[config.mk]
export PLATFORM = sky130hd
export DESIGN_NAME = utf8_to_cp1252_decoder_unit
export DESIGN_NICKNAME = d
export VERILOG_FILES = /design/src/rtl/u2c_pkg.sv /design/src/rtl/utf8_to_cp1252_decoder_unit.sv
export SDC_FILE = /design/constraint.sdc
export NUM_CORES = 1
export LEC_CHECK = 0
export ABC_AREA = 1
export BUFFER_PORTS_ARGS = -buffer_cell sky130_fd_sc_hd__buf_4
export CAP_MARGIN = 20
export CORE_MARGIN = 4
export CORE_UTILIZATION = 53
export CTS_CLUSTER_DIAMETER = 100
export DETAILED_ROUTE_END_ITERATION = 7
export PLACE_DENSITY_LB_ADDON = 0.15
export SLEW_MARGIN = 0
export SYNTH_ARGS = -nofsm -noshare
export SYNTH_HDL_FRONTEND = slang
export SYNTH_SLANG_ARGS = --single-unit
[constraint.sdc]
create_clock -name clk -period 2.2 [get_ports clk]
set_input_delay 0.11 -clock clk [delete_from_list [all_inputs] [get_ports clk]]
set_output_delay 0.11 -clock clk [all_outputs]
set_load 0.01 [all_outputs]
[src/rtl/u2c_pkg.sv]
`timescale 1ns / 1ps
// ----------------------------------------------------------------------------
// u2c_pkg
// Shared types, constants and the code point to CP1252 mapping function.
// ----------------------------------------------------------------------------
package u2c_pkg;

  localparam int unsigned BYTE_W  = 8;
  localparam int unsigned ACCUM_W = 21;
  localparam int unsigned SYM_CNT = 27;

  typedef logic [BYTE_W-1:0]  byte_t;
  typedef logic [ACCUM_W-1:0] accum_t;
  typedef logic [1:0]         count_t;

  // Lead byte patterns (casez, ? is don't care)
  localparam byte_t LEAD_ASCII = 8'b0???????;
  localparam byte_t LEAD_TWO   = 8'b110?????;
  localparam byte_t LEAD_THREE = 8'b1110????;
  localparam byte_t LEAD_FOUR  = 8'b11110???;

  localparam byte_t QMARK_BYTE = 8'h3F;

  typedef logic [15:0] sym_cp_t;

  localparam sym_cp_t SYM_CP [SYM_CNT] = '{
    16'h20AC, 16'h201A, 16'h0192, 16'h201E, 16'h2026, 16'h2020, 16'h2021,
    16'h02C6, 16'h2030, 16'h0160, 16'h2039, 16'h0152, 16'h017D, 16'h2018,
    16'h2019, 16'h201C, 16'h201D, 16'h2022, 16'h2013, 16'h2014, 16'h02DC,
    16'h2122, 16'h0161, 16'h203A, 16'h0153, 16'h017E, 16'h0178
  };

  localparam byte_t SYM_BYTE [SYM_CNT] = '{
    8'h80, 8'h82, 8'h83, 8'h84, 8'h85, 8'h86, 8'h87,
    8'h88, 8'h89, 8'h8A, 8'h8B, 8'h8C, 8'h8E, 8'h91,
    8'h92, 8'h93, 8'h94, 8'h95, 8'h96, 8'h97, 8'h98,
    8'h99, 8'h9A, 8'h9B, 8'h9C, 8'h9E, 8'h9F
  };

  // C1 codes with no assigned glyph pass through unchanged
  localparam byte_t C1_PASS [5] = '{8'h81, 8'h8D, 8'h8F, 8'h90, 8'h9D};

  function automatic byte_t map_cp(input accum_t cp);
    byte_t res;
    logic  hit;
    res = QMARK_BYTE;
    hit = 1'b0;
    for (int i = 0; i < SYM_CNT; i++) begin
      if (!hit && cp == accum_t'(SYM_CP[i])) begin
        res = SYM_BYTE[i];
        hit = 1'b1;
      end
    end
    for (int i = 0; i < 5; i++) begin
      if (!hit && cp == accum_t'(C1_PASS[i])) begin
        res = cp[BYTE_W-1:0];
        hit = 1'b1;
      end
    end
    if (!hit && (cp <= accum_t'(8'h7F) ||
                 (cp >= accum_t'(8'hA0) && cp <= accum_t'(8'hFF)))) begin
      res = cp[BYTE_W-1:0];
    end
    return res;
  endfunction

endpackage

[src/rtl/utf8_to_cp1252_decoder_unit.sv]
`timescale 1ns / 1ps
// ----------------------------------------------------------------------------
// utf8_to_cp1252_decoder_unit
// UTF-8 byte stream in, Windows-1252 bytes out.
// ----------------------------------------------------------------------------
// Usage:
//   Input channel in_valid/in_ready/in_byte takes one UTF-8 byte per transfer.
//   Output channel out_valid/out_ready/out_byte gives one CP1252 byte for each
//   completed code point; unmappable code points give 0x3F. Stray continuation
//   bytes and invalid lead bytes give nothing, as does a code point of zero.
//   A completing byte's result is registered into out_byte at its transfer,
//   showing in the next cycle. Throughput: one byte per cycle unless stalled;
//   the decode and table match sit before the single output register.
//   in_ready is high while the output register is empty or being drained, so
//   a stalled receiver holds at most one result and backs up the input only
//   while that result waits.
//   Reset (rst, synchronous) empties the output register and returns the
//   decoder to expecting a lead byte with a cleared accumulator.
// ----------------------------------------------------------------------------
module utf8_to_cp1252_decoder_unit
  import u2c_pkg::*;
(
  input  logic  clk,
  input  logic  rst,
  input  logic  in_valid,
  output logic  in_ready,
  input  byte_t in_byte,
  output logic  out_valid,
  input  logic  out_ready,
  output byte_t out_byte
);

  count_t bytes_left, bytes_left_next;
  accum_t code_accum, code_accum_next;
  logic   emit;
  logic   in_xfer;

  assign in_ready = !out_valid || out_ready;
  assign in_xfer  = in_valid && in_ready;

  always_comb begin
    bytes_left_next = bytes_left;
    code_accum_next = code_accum;
    emit            = 1'b0;
    if (bytes_left != 2'd0) begin
      code_accum_next = {code_accum[ACCUM_W-7:0], in_byte[5:0]};
      bytes_left_next = bytes_left - 2'd1;
      emit            = (bytes_left_next == 2'd0) && (code_accum_next != '0);
    end else begin
      unique casez (in_byte)
        LEAD_ASCII: begin
          code_accum_next = accum_t'(in_byte[6:0]);
          emit            = (in_byte[6:0] != 7'd0);
        end
        LEAD_TWO: begin
          code_accum_next = accum_t'(in_byte[4:0]);
          bytes_left_next = 2'd1;
        end
        LEAD_THREE: begin
          code_accum_next = accum_t'(in_byte[3:0]);
          bytes_left_next = 2'd2;
        end
        LEAD_FOUR: begin
          code_accum_next = accum_t'(in_byte[2:0]);
          bytes_left_next = 2'd3;
        end
        default: begin
          // stray continuation or 0xF8..0xFF lead: dropped
          code_accum_next = '0;
        end
      endcase
    end
  end

  always_ff @(posedge clk) begin
    if (rst) begin
      bytes_left <= '0;
      code_accum <= '0;
      out_valid  <= 1'b0;
    end else begin
      if (in_xfer) begin
        bytes_left <= bytes_left_next;
        code_accum <= code_accum_next;
      end
      if (in_xfer && emit) begin
        out_valid <= 1'b1;
      end else if (out_ready) begin
        out_valid <= 1'b0;
      end
    end
  end

  always_ff @(posedge clk) begin
    if (in_xfer && emit) begin
      out_byte <= map_cp(code_accum_next);
    end
  end

`ifndef SYNTH
  a_ascii_passthru: assert property (@(posedge clk) disable iff (rst)
    in_xfer && bytes_left == 2'd0 && !in_byte[7] && in_byte != '0
    |=> out_valid && out_byte == $past(in_byte))
    else $error("ASCII byte not passed through");

  a_no_zero_out: assert property (@(posedge clk) disable iff (rst)
    out_valid |-> out_byte != '0)
    else $error("zero byte on output");

  a_count_down: assert property (@(posedge clk) disable iff (rst)
    in_xfer && bytes_left != 2'd0 |=> bytes_left == $past(bytes_left) - 2'd1)
    else $error("continuation count did not step");

  a_cont_silent: assert property (@(posedge clk) disable iff (rst)
    in_xfer && bytes_left > 2'd1 && !out_valid |=> !out_valid)
    else $error("result on mid-sequence byte");
`endif

endmodule
==> results of run 1 <==
layer usage:
layer	overflow	global-route usage
met4	10	0.734
met3	0	0.548
met5	0	0.175
met2	13	0.865
met1	0	0.726
stage by stage:
stage / hold WS [ps] / instance area (um2) / cells / utilization / setup TNS [ps]
floorplan: 172 / 1950 / 310 / - / -321
global placement: 302 / 2900 / 474 / 0.849 / -2920
detailed placement: 310 / 2900 / 474 / 0.849 / -3330
CTS: 42.2 / 3120 / 484 / 0.913 / -2680
cells by family after synthesis:
family,Yosys count,share of synthesized area
flip-flops,26,0.313
AND/OR/NAND/NOR,173,0.412
AO/OA/AOI/OAI,51,0.154
buffers and inverters,60,0.121
repair_timing:
item,4_1_cts
resized for setup,32
hold endpoints to repair,4
hold buffers,1
buffers inserted,5
endpoints found under the setup margin,7
pin swaps,5
==> flow_metrics.py, run 1 <==
metrics = {
    "run_status": {
        "status": "did not finish",
        "lastStage": "5_1_grt",
        "error_line": "[ERROR GRT-0232] Routing congestion too high. Check the congestion heatmap in the GUI.",
    },
    "synthesis": {
        "yosys_most_used_dff": "dfxtp_1",
        "synth_edf_count": 8,
        "post_synth_most_frequent_cells": "nor2_1 (64), inv_1 (54), nand2_1 (44)",
        "synth_nets": 322,
        "netlist.area_leader.share": 0.188,
        "synth_top_area_cell": "dfxtp_1",
        "seq_area_frac_synth": 0.313,
        "synth.cell_area_um2": 1920,
        "yosysMostFrequentCell": "nor2_1",
        "syn_avg_cell_area_um2": 6.19,
        "synth_cell_types": 31,
        "ys.warnings.count": 0,
        "ys_top_cells_by_area": "dfxtp_1 (19%), edfxtp_1 (13%), nor2_1 (13%)",
        "synthArstFlopShare": 0,
        "netlist_instances": 310,
        "synth_seq_cells": 26,
    },
    "die": {
        "row_count": 21,
        "die_y_um": 68.2,
        "die_x_um": 68.2,
        "start_util": 0.562,
        "ios": 22,
    },
    "place": {
        "place_congestion": 0.976,
        "dp.final_hpwl_um": 5920,
        "pre_cts_ws_ps": -614,
        "portBuffers": 21,
    },
    "grt": {
        "track_usage": 0.715,
        "grt_overflow": 23,
        "grt_start_max_net_pins": 26,
    },
    "clock_network": {
        "cts.path.max_buffers": 2,
        "cts-htree-levels": 1,
        "clock-root-buffer": "clkbuf_4",
        "clock_sinks": 26,
        "cts_buffers": 3,
    },
    "sta": {
        "endpoint_type": "register data pin",
        "crit_endpoint": "out_byte[5]$_DFFE_PP_/D",
    },
}
==> run 2, diff against run 1 <==
--- a/config.mk
+++ b/config.mk
@@ -9,8 +9,7 @@
 export BUFFER_PORTS_ARGS = -buffer_cell sky130_fd_sc_hd__buf_4
 export CAP_MARGIN = 20
 export CORE_MARGIN = 4
-export CORE_UTILIZATION = 53
-export CTS_CLUSTER_DIAMETER = 100
+export CORE_UTILIZATION = 40
 export DETAILED_ROUTE_END_ITERATION = 7
 export PLACE_DENSITY_LB_ADDON = 0.15
 export SLEW_MARGIN = 0
==> constraint.sdc (replaced) <==
create_clock -name clk -period 2.86 [get_ports clk]
set_input_delay 0.143 -clock clk [delete_from_list [all_inputs] [get_ports clk]]
set_output_delay 0.143 -clock clk [all_outputs]
set_load 0.01 [all_outputs]
==> run 2 against run 1 <==
Effect of this change:
- the flow now finishes, with violations (setup timing)
- synthesized cell count stayed put
- area after synthesis stayed put
==> flow_metrics.py, run 2 <==
metrics = {
    "synthesis": {
        "ys_top_cells_by_area": "dfxtp_1 (19%), edfxtp_1 (13%), nor2_1 (13%)",
        "ys.warnings.count": 0,
        "synth_cell_types": 31,
        "yosys_most_used_dff": "dfxtp_1",
        "synth_nets": 322,
        "synth_edf_count": 8,
        "netlist_instances": 310,
        "seq_area_frac_synth": 0.313,
        "synthArstFlopShare": 0,
        "synth_top_area_cell": "dfxtp_1",
        "syn_avg_cell_area_um2": 6.19,
        "netlist.area_leader.share": 0.188,
        "synth_seq_cells": 26,
        "post_synth_most_frequent_cells": "nor2_1 (64), inv_1 (54), nand2_1 (44)",
        "synth.cell_area_um2": 1920,
        "yosysMostFrequentCell": "nor2_1",
    },
    "worst_hold_path": {
        "hold_end": "bytes_left[1]",
        "hold_class": "in -> reg",
        "hold_path.startpoint": "rst",
        "hold_path_depth": 2,
    },
    "final_layout": {
        "nNetsFinal": 370,
        "largest_reg_flops": 15,
        "layout_common_cells": "nor2_1 (56), inv_1 (53), buf_4 (46), nand2_1 (39), o21ai_0 (20)",
        "areaGrowthSynthToFinish_pct": 31.1,
        "drive_above_1_share": 0.246,
        "n_antenna_cell": 0,
        "layout_commonest_cell": "nor2_1",
        "design_area_um2": 2510,
        "top_regs": "code_accum: 15 flops, out_byte: 8 flops, bytes_left: 2 flops",
        "top_register": "code_accum",
    },
    "run": {
        "cap_violations": 0,
    },
    "setup_path": {
        "r2r-start": "bytes_left[1]",
        "r2r_end": "out_byte[7]",
        "cp.arrival_ps": 2950,
        "r2r_slack_ps": -50,
        "path_max_fanout": 8,
        "rr_worst_depth": 20,
        "worst-endpoint-required_ps": 2900,
        "worstSetupPathType": "reg -> reg",
        "start_kind": "flip-flop",
        "crit_path_end_kind": "flip-flop",
    },
    "grt": {
        "track_usage": 0.198,
        "antenna_found_initial": 0,
        "grt_overflow": 0,
        "grt_start_max_net_pins": 27,
        "met1_usage": 0.292,
        "busiest_layer": "met1",
        "grt_pass1_vias": 2023,
        "use_met2": 0.288,
        "grtUsageMet3": 0.0398,
        "grt_pass1_wl_um": 9710,
    },
    "clock_network": {
        "cts.path.max_buffers": 2,
        "clk_latency_ps": 280,
        "clock-root-buffer": "clkbuf_8",
        "cts-htree-levels": 1,
        "cts_hold_buf": 0,
        "cts.reportedPaths.clkPinSlew_ps": 100,
        "cts_buffers": 3,
        "clock_sinks": 26,
        "cts_tree": "yes",
    },
    "sta": {
        "min_period_ps": 2910,
        "fin_crit_sh": 1.02,
        "max_slew_margin": 0.654,
        "timing.fmax_ghz": 0.343,
        "finalClockSkew_ps": 2.18,
        "drv_slew": 0,
        "setup_viol": 2,
        "rsz0062_at_grt": "yes",
        "hold_violations": 0,
        "timing.final.ws_setup_ps": -52.1,
        "worst_pin_slew_ps": 515,
        "hold_ws_ps": 38.4,
    },
    "routing": {
        "finalWirelength_um": 5810,
        "drc_errors": 0,
        "wl_per_cell_um": 14.2,
        "vias": 2271,
        "antenna_left": 0,
        "via_per_inst": 5.55,
        "drt_iter0_drc": 193,
        "drt_first_pass_iters": 5,
    },
    "pwr": {
        "leakage_nw": 1.08,
        "power_density_nw_per_um2": 413,
        "p_total_mw": 1.04,
        "ir_drop_mv": 0.264,
    },
    "place": {
        "dp.final_hpwl_um": 4510,
        "placed_area_um2": 2270,
        "portBuffers": 21,
        "place_congestion": 0.913,
        "pre_cts_ws_ps": 19.8,
    },
    "die": {
        "ios": 22,
        "die_x_um": 77.2,
        "dieArea_um2": 5970,
        "start_util": 0.426,
        "core_area_um2": 4500,
        "die_y_um": 77.2,
        "row_count": 24,
    },
    "run_status": {
        "violations": "setup timing",
        "status": "complete, but fails checks",
    },
}
[run 2: cell counts after synthesis]
Identical to the previous run, type by type.
[run 2: timing repair]
item / in CTS / in global routing
gates resized for setup: 0 / 33
endpoints found under the setup margin: 0 / 4
setup buffers: 0 / 8
[run 2: per-layer routing]
layer	wire length, um	part of all wire
met1	2710	0.47
met2	2500	0.43
met3	498	0.086
met4	107	0.018
met5	0	0
[run 2: critical path, cell delays in order (launching register included)]
cell and delay [ps]:
dfxtp_2 350, nor2_4 260, nand2_2 140, nor2_4 140, nand2_4 100, nand2_8 120
nor2_2 50, nand2_2 90, nor2_2 40, nor2_1 100, nand4_1 130, nor2_1 130
nand4_1 110, nor2_1 120, nand4_1 80, nor2_1 100, nand4_1 80, nor2_1 90
nand4_1 140, nor3_2 180, nand4_1 90
[run 2: kinds of logic after synthesis]
group / count (synthesis) / share of synthesized area
buf+inv: 60 / 0.121
flops: 26 / 0.313
compound gates: 51 / 0.154
simple gates: 173 / 0.412
[run 2: power breakdown]
group	switching, mW	internal [mW]
sequential	0.0179	0.418
clock	0.135	0.153
combinational	0.188	0.127
[run 2: layout make-up]
| type | count | area, um2 |
|---|---|---|
| fillers | 444 | 1990 |
| multi-input cells | 224 | 1200 |
| flip-flops and latches | 26 | 603 |
| repair buffers | 47 | 365 |
| inverters | 56 | 210 |
| clock buffers | 4 | 66.3 |
| well taps | 52 | 65.1 |
[run 2: worst max path at each step]
stage / start / depth (start not counted) / endpoint / slack (ps)
after floorplan: bytes_left[0] / 20 / out_byte[7] / 440
after global placement: bytes_left[1] / 16 / out_byte[3] / 20
after detailed placement: bytes_left[0] / 18 / out_byte[7] / 20
after CTS: bytes_left[0] / 18 / out_byte[7] / 0.8
after global routing: bytes_left[1] / 20 / out_byte[7] / -330
final: bytes_left[1] / 20 / out_byte[7] / -50
[run 2: through the flow]
stage                util  setup TNS [ps]  std cells
floorplan               -               0        310
global placement    0.503               0        397
detailed placement  0.503               0        397
CTS                 0.518               0        401
global route        0.558            -836        409
finish              0.558           -87.1        409
Power figures use the tool's default switching activity.
==> run 3, diff against run 2 <==
--- a/config.mk
+++ b/config.mk
@@ -5,7 +5,6 @@
 export SDC_FILE = /design/constraint.sdc
 export NUM_CORES = 1
 export LEC_CHECK = 0
-export ABC_AREA = 1
 export BUFFER_PORTS_ARGS = -buffer_cell sky130_fd_sc_hd__buf_4
 export CAP_MARGIN = 20
 export CORE_MARGIN = 4
==> constraint.sdc (replaced) <==
create_clock -name clk -period 2.86 [get_ports clk]
set_input_delay 0 -clock clk [delete_from_list [all_inputs] [get_ports clk]]
set_output_delay 0 -clock clk [all_outputs]
set_load 0.01 [all_outputs]
==> run 3 against run 2 <==
Effect of this change:
- the flow now finishes without violations
- sequential power decreased by 6.7%
- worst hold slack got worse by 19 ps
- largest power group unchanged
- non-clock buffer count decreased by 13
- sequential share of layout area increased by 1.4 points
- final area decreased by 5.9%
- area after synthesis increased by 9.6%
- critical path depth decreased by 13
- setup slack improved by 200 ps
- first-iteration DRC count decreased by 25%
- cell count decreased by 9.8%
- clock skew increased by 3.1 ps
- utilization decreased by 9.5 points
==> flow_metrics.py, run 3 <==
metrics = {
    "run_status": {
        "status": "completed",
    },
    "synthesis": {
        "synth_edf_count": 8,
        "synthMuxAreaShare": 0.00476,
        "netlist.area_leader.share": 0.171,
        "post_synth_most_frequent_cells": "nand2_1 (38), nor2_1 (30), a21oi_1 (25)",
        "seq_area_frac_synth": 0.286,
        "synth_top_family_by_area": "simple AND/OR/NAND/NOR gates",
        "ys_top_cells_by_area": "dfxtp_1 (17%), edfxtp_1 (11%), nand2_1 (6.8%)",
        "synth.cell_area_um2": 2100,
        "synthSimpleGateAreaFrac": 0.370,
        "synth-compound-area-share": 0.252,
        "synth_nets": 294,
        "synth_top_area_cell": "dfxtp_1",
        "yosys.area_share.xor_xnor": 0.00833,
        "synth_seq_cells": 26,
        "yosysMostFrequentCell": "nand2_1",
        "synth_cell_types": 61,
        "yosys_most_used_dff": "dfxtp_1",
        "synthArstFlopShare": 0,
        "ys.warnings.count": 0,
        "netlist_instances": 282,
        "synth_fa_ha_area_frac": 0,
        "syn_avg_cell_area_um2": 7.45,
    },
    "setup_path": {
        "cp.arrival_ps": 2730,
        "worst-endpoint-required_ps": 2870,
        "path_max_fanout": 4,
        "worstSetupPathType": "reg -> reg",
        "r2r_slack_ps": 140,
        "start_kind": "flip-flop",
        "crit_path_end_kind": "flip-flop",
    },
    "final_layout": {
        "nNetsFinal": 312,
        "top_regs": "code_accum: 15 flops, out_byte: 8 flops, bytes_left: 2 flops",
        "top_register": "code_accum",
        "layout_commonest_cell": "nand2_1",
        "utilization": 0.463,
        "areaGrowthSynthToFinish_pct": 12.6,
        "layout_common_cells": "nand2_1 (38), buf_4 (34), nor2_1 (30), a21oi_1 (25), nand3_1 (19)",
        "n_antenna_cell": 0,
        "drive_above_1_share": 0.177,
        "largest_reg_flops": 15,
        "design_area_um2": 2370,
    },
    "die": {
        "row_count": 26,
        "start_util": 0.412,
        "die_y_um": 80.5,
        "core_area_um2": 5110,
        "die_x_um": 80.5,
        "dieArea_um2": 6480,
        "ios": 22,
    },
    "clock_network": {
        "clock-root-buffer": "clkbuf_8",
        "cts_resized": 0,
        "cts.reportedPaths.clkPinSlew_ps": 90,
        "cts_buffers": 3,
        "clock_sinks": 26,
        "clk_latency_ps": 270,
        "cts-htree-levels": 1,
        "cts.path.max_buffers": 2,
        "cts_hold_buf": 0,
        "cts_setup_buffers": 0,
        "cts_tree": "yes",
    },
    "place": {
        "place_congestion": 0.943,
        "dp.final_hpwl_um": 4650,
        "placed_area_um2": 2300,
        "portBuffers": 21,
    },
    "pwr": {
        "leakage_nw": 0.831,
        "p_total_uw": 898,
        "power_density_nw_per_um2": 380,
        "ir_drop_mv": 0.287,
    },
    "grt": {
        "antenna_found_initial": 0,
        "grt_pass1_vias": 2014,
        "grt_overflow": 0,
        "grt_start_max_net_pins": 21,
        "grt_pass1_wl_um": 10200,
        "track_usage": 0.198,
    },
    "sta": {
        "rsz0062_at_grt": "no",
        "hold_ws_ps": 19.6,
        "worst_pin_slew_ps": 643,
        "setup_tns_ps": 0,
        "hold_violations": 0,
        "finalClockSkew_ps": 5.30,
        "setup_viol": 0,
        "timing.fmax_ghz": 0.368,
        "min_period_ps": 2720,
        "drv_slew": 0,
        "fin_crit_sh": 0.950,
        "max_slew_margin": 0.565,
    },
    "routing": {
        "wl_per_cell_um": 16.8,
        "via_per_inst": 5.93,
        "antenna_left": 0,
        "finalWirelength_um": 6210,
        "vias": 2190,
        "drt_first_pass_iters": 4,
        "drt_iter0_drc": 145,
        "drc_errors": 0,
    },
    "run": {
        "cap_violations": 0,
    },
    "worst_hold_path": {
        "hold_class": "in -> reg",
    },
}
run 3: through the flow:
stage / instances / setup slack [ps]
finish: 369 / 144
global route: 369 / 3.76
CTS: 369 / 144
detailed placement: 365 / 157
global placement: 365 / 176
floorplan: 282 / 252
run 3: final timing paths:
check        cells past startpoint      startpoint              to
min                              2             rst  code_accum[11]
max                              7  code_accum[13]     out_byte[0]
min reg2reg                      2  code_accum[10]  code_accum[10]
max reg2reg                      7  code_accum[13]     out_byte[0]
run 3: final cells by class:
| cell class | count | area, um2 |
|---|---|---|
| Inverter | 6 | 22.5 |
| Multi-Input combinational cell | 229 | 1330 |
| Timing Repair Buffer | 34 | 255 |
| Clock buffer | 4 | 66.3 |
| Fill cell | 518 | 2740 |
| Sequential cell | 26 | 601 |
| Tap cell | 70 | 87.6 |
run 3: metal layers:
layer | share of wire | up-vias | GRT usage
li1 | - | 1083 | -
met1 | 0.45 | 1012 | 0.266
met2 | 0.47 | 81 | 0.325
met3 | 0.054 | 14 | 0.0235
met4 | 0.024 | 0 | 0.0693
met5 | 0 | - | 0
run 3: cells by family after synthesis:
group                  Yosys count
AO/OA/AOI/OAI                   75
multiplexers                     1
XOR/XNOR                         2
flip-flops                      26
AND/OR/NAND/NOR                151
buffers and inverters           27
run 3: report_power, final:
group / total, mW / internal, mW / switching [mW]
Combinational: 0.221 / 0.0823 / 0.138
Sequential: 0.407 / 0.397 / 0.0101
Clock: 0.270 / 0.152 / 0.118
Total: 0.898 / 0.632 / 0.267
run 3: critical path: stages (launching register included):
cell	delay (ps)
dfxtp_1	330
or4_4	530
or4_4	550
or4_4	520
a2111oi_4	280
a31oi_1	70
nand3_1	100
o22ai_1	70
==> run 4, diff against run 3 <==
--- a/config.mk
+++ b/config.mk
@@ -5,11 +5,12 @@
 export SDC_FILE = /design/constraint.sdc
 export NUM_CORES = 1
 export LEC_CHECK = 0
-export BUFFER_PORTS_ARGS = -buffer_cell sky130_fd_sc_hd__buf_4
 export CAP_MARGIN = 20
 export CORE_MARGIN = 4
 export CORE_UTILIZATION = 40
 export DETAILED_ROUTE_END_ITERATION = 7
+export DONT_BUFFER_PORTS = 1
+export HOLD_SLACK_MARGIN = 0.02
 export PLACE_DENSITY_LB_ADDON = 0.15
 export SLEW_MARGIN = 0
 export SYNTH_ARGS = -nofsm -noshare
==> run 4 against run 3 <==
Effect of this change:
- combinational power down 18%
- utilization down 1.9 points
- register-to-register slack about the same
- non-clock buffer count down 15
- die area unchanged
- critical path depth unchanged
- fmax down 0.37%
- first-iteration DRC count up 42%
- largest power group unchanged
==> flow_metrics.py, run 4 (synthesized netlist as in run 3, its figures left out) <==
metrics = {
    "grt": {
        "track_usage": 0.211,
        "grt_pass1_wl_um": 10800,
        "antenna_found_initial": 0,
        "busiest_layer": "met2",
        "met1_usage": 0.280,
        "use_met2": 0.335,
        "grt_start_max_net_pins": 20,
        "grt_pass1_vias": 2098,
        "grt_overflow": 0,
        "grtUsageMet3": 0.0280,
    },
    "die": {
        "ios": 22,
        "row_count": 26,
        "core_area_um2": 5110,
        "die_x_um": 80.5,
        "start_util": 0.412,
        "die_y_um": 80.5,
        "dieArea_um2": 6480,
    },
    "pwr": {
        "leakage_nw": 0.755,
        "power_density_nw_per_um2": 383,
        "ir_drop_mv": 0.301,
    },
    "setup_path": {
        "crit_family": "simple AND/OR/NAND/NOR gates",
        "worst-endpoint-required_ps": 2870,
        "path_max_fanout": 4,
        "max_stage_delay_ps": 550,
        "slowest_stage": "or4_4",
        "start_kind": "flip-flop",
        "cp_cell_sequence": "or4_4 -> or4_4 -> or4_4 -> a2111oi_4 -> a31oi_1 -> nand3_1 -> o22ai_1",
        "worstSetupPathType": "reg -> reg",
        "crit_top_cell": "or4_4",
        "cp.arrival_ps": 2740,
        "crit_path_end_kind": "flip-flop",
        "cp_num_buf_inv": 0,
    },
    "run": {
        "cap_violations": 0,
    },
    "place": {
        "place_congestion": 0.970,
        "pre_cts_ws_ps": 149,
        "portBuffers": 0,
        "dp.final_hpwl_um": 4710,
    },
    "clock_network": {
        "cts.reportedPaths.clkPinSlew_ps": 90,
        "clk_latency_ps": 270,
        "cts_resized": 0,
        "cts.path.max_buffers": 2,
        "clock_sinks": 26,
        "cts_setup_buffers": 0,
        "clock-root-buffer": "clkbuf_8",
        "cts-htree-levels": 1,
        "cts_buffers": 3,
        "cts_tree": "yes",
    },
    "sta": {
        "min_period_ps": 2730,
        "timing.fmax_ghz": 0.367,
        "drv_slew": 0,
        "finalClockSkew_ps": 4.14,
        "setup_viol": 0,
        "worst_pin_slew_ps": 680,
        "max_slew_margin": 0.545,
        "setup_tns_ps": 0,
        "fin_crit_sh": 0.953,
        "rsz0062_at_grt": "no",
        "hold_violations": 0,
        "timing.final.ws_setup_ps": 134,
    },
    "routing": {
        "drc_errors": 0,
        "finalWirelength_um": 6520,
        "via_per_inst": 6.21,
        "drt_first_pass_iters": 6,
        "vias": 2197,
        "antenna_left": 0,
        "drt_iter0_drc": 206,
        "wl_per_cell_um": 18.4,
    },
    "run_status": {
        "status": "completed",
    },
    "final_layout": {
        "drive_above_1_share": 0.113,
        "layout_common_cells": "nand2_1 (38), nor2_1 (30), a21oi_1 (25), nand3_1 (19)",
        "nNetsFinal": 297,
        "largest_reg_flops": 15,
        "top_register": "code_accum",
        "n_antenna_cell": 0,
        "layout_commonest_cell": "nand2_1",
        "areaGrowthSynthToFinish_pct": 7.92,
        "top_regs": "code_accum: 15 flops, out_byte: 8 flops, bytes_left: 2 flops",
    },
    "worst_hold_path": {
        "hold_class": "in -> reg",
    },
}
==> run 4: layer usage <==
| metal | routed length [um] | up-vias |
|---|---|---|
| li1 | - | 1053 |
| met1 | 2900 | 1014 |
| met2 | 2980 | 102 |
| met3 | 341 | 28 |
| met4 | 303 | 0 |
| met5 | 0 | - |
==> run 4: worst reg2reg max path, stage by stage (launching register included) <==
cell	delay [ps]
dfxtp_1	330
or4_4	530
or4_4	550
or4_4	530
a2111oi_4	270
a31oi_1	80
nand3_1	110
o22ai_1	70
==> run 4: where the power goes <==
group / internal (mW) / leakage [nW] / switching (mW) / total [mW]
combinational: 0.0667 / 0.498 / 0.115 / 0.182
clock: 0.152 / 0.0339 / 0.120 / 0.272
sequential: 0.398 / 0.223 / 0.0158 / 0.413
total: 0.617 / 0.755 / 0.251 / 0.868
==> run 4: worst paths after layout <==
| path | from | end | slack [ps] | depth (start not counted) |
|---|---|---|---|---|
| max | code_accum[13] | out_byte[0] | 130 | 7 |
| min | in_byte[4] | out_byte[4] | 50 | 2 |
| max reg2reg | code_accum[13] | out_byte[0] | 130 | 7 |
| min reg2reg | code_accum[11] | code_accum[11] | 470 | 2 |
==> run 4: final cells by class <==
| type | count | area, um2 |
|---|---|---|
| fill | 542 | 2840 |
| inverter | 6 | 22.5 |
| tap | 70 | 87.6 |
| timing repair buffer | 19 | 158 |
| clock buffer | 4 | 66.3 |
| multi-input combinational | 229 | 1330 |
| sequential | 26 | 601 |
==> run 4: timing repair <==
action                                  in CTS  in global routing
endpoints found under the hold margin       21                  0
hold buffers                                 6                  0
endpoints found under the setup margin       0                  1
==> run 4: metrics by stage <==
stage / cells / power, mW / hold slack [ps] / utilization / area [um2]
2_1_floorplan: 282 / 0.565 / 171 / - / 2100
3_5_place_dp: 344 / 0.587 / 73.2 / 0.419 / 2140
5_1_grt: 354 / 0.907 / 65.6 / 0.444 / 2270
3_3_place_gp: 344 / 0.587 / 73.0 / 0.419 / 2140
4_1_cts: 354 / 0.874 / 49.4 / 0.444 / 2270
6_report: 354 / 0.868 / 53.0 / 0.444 / 2270
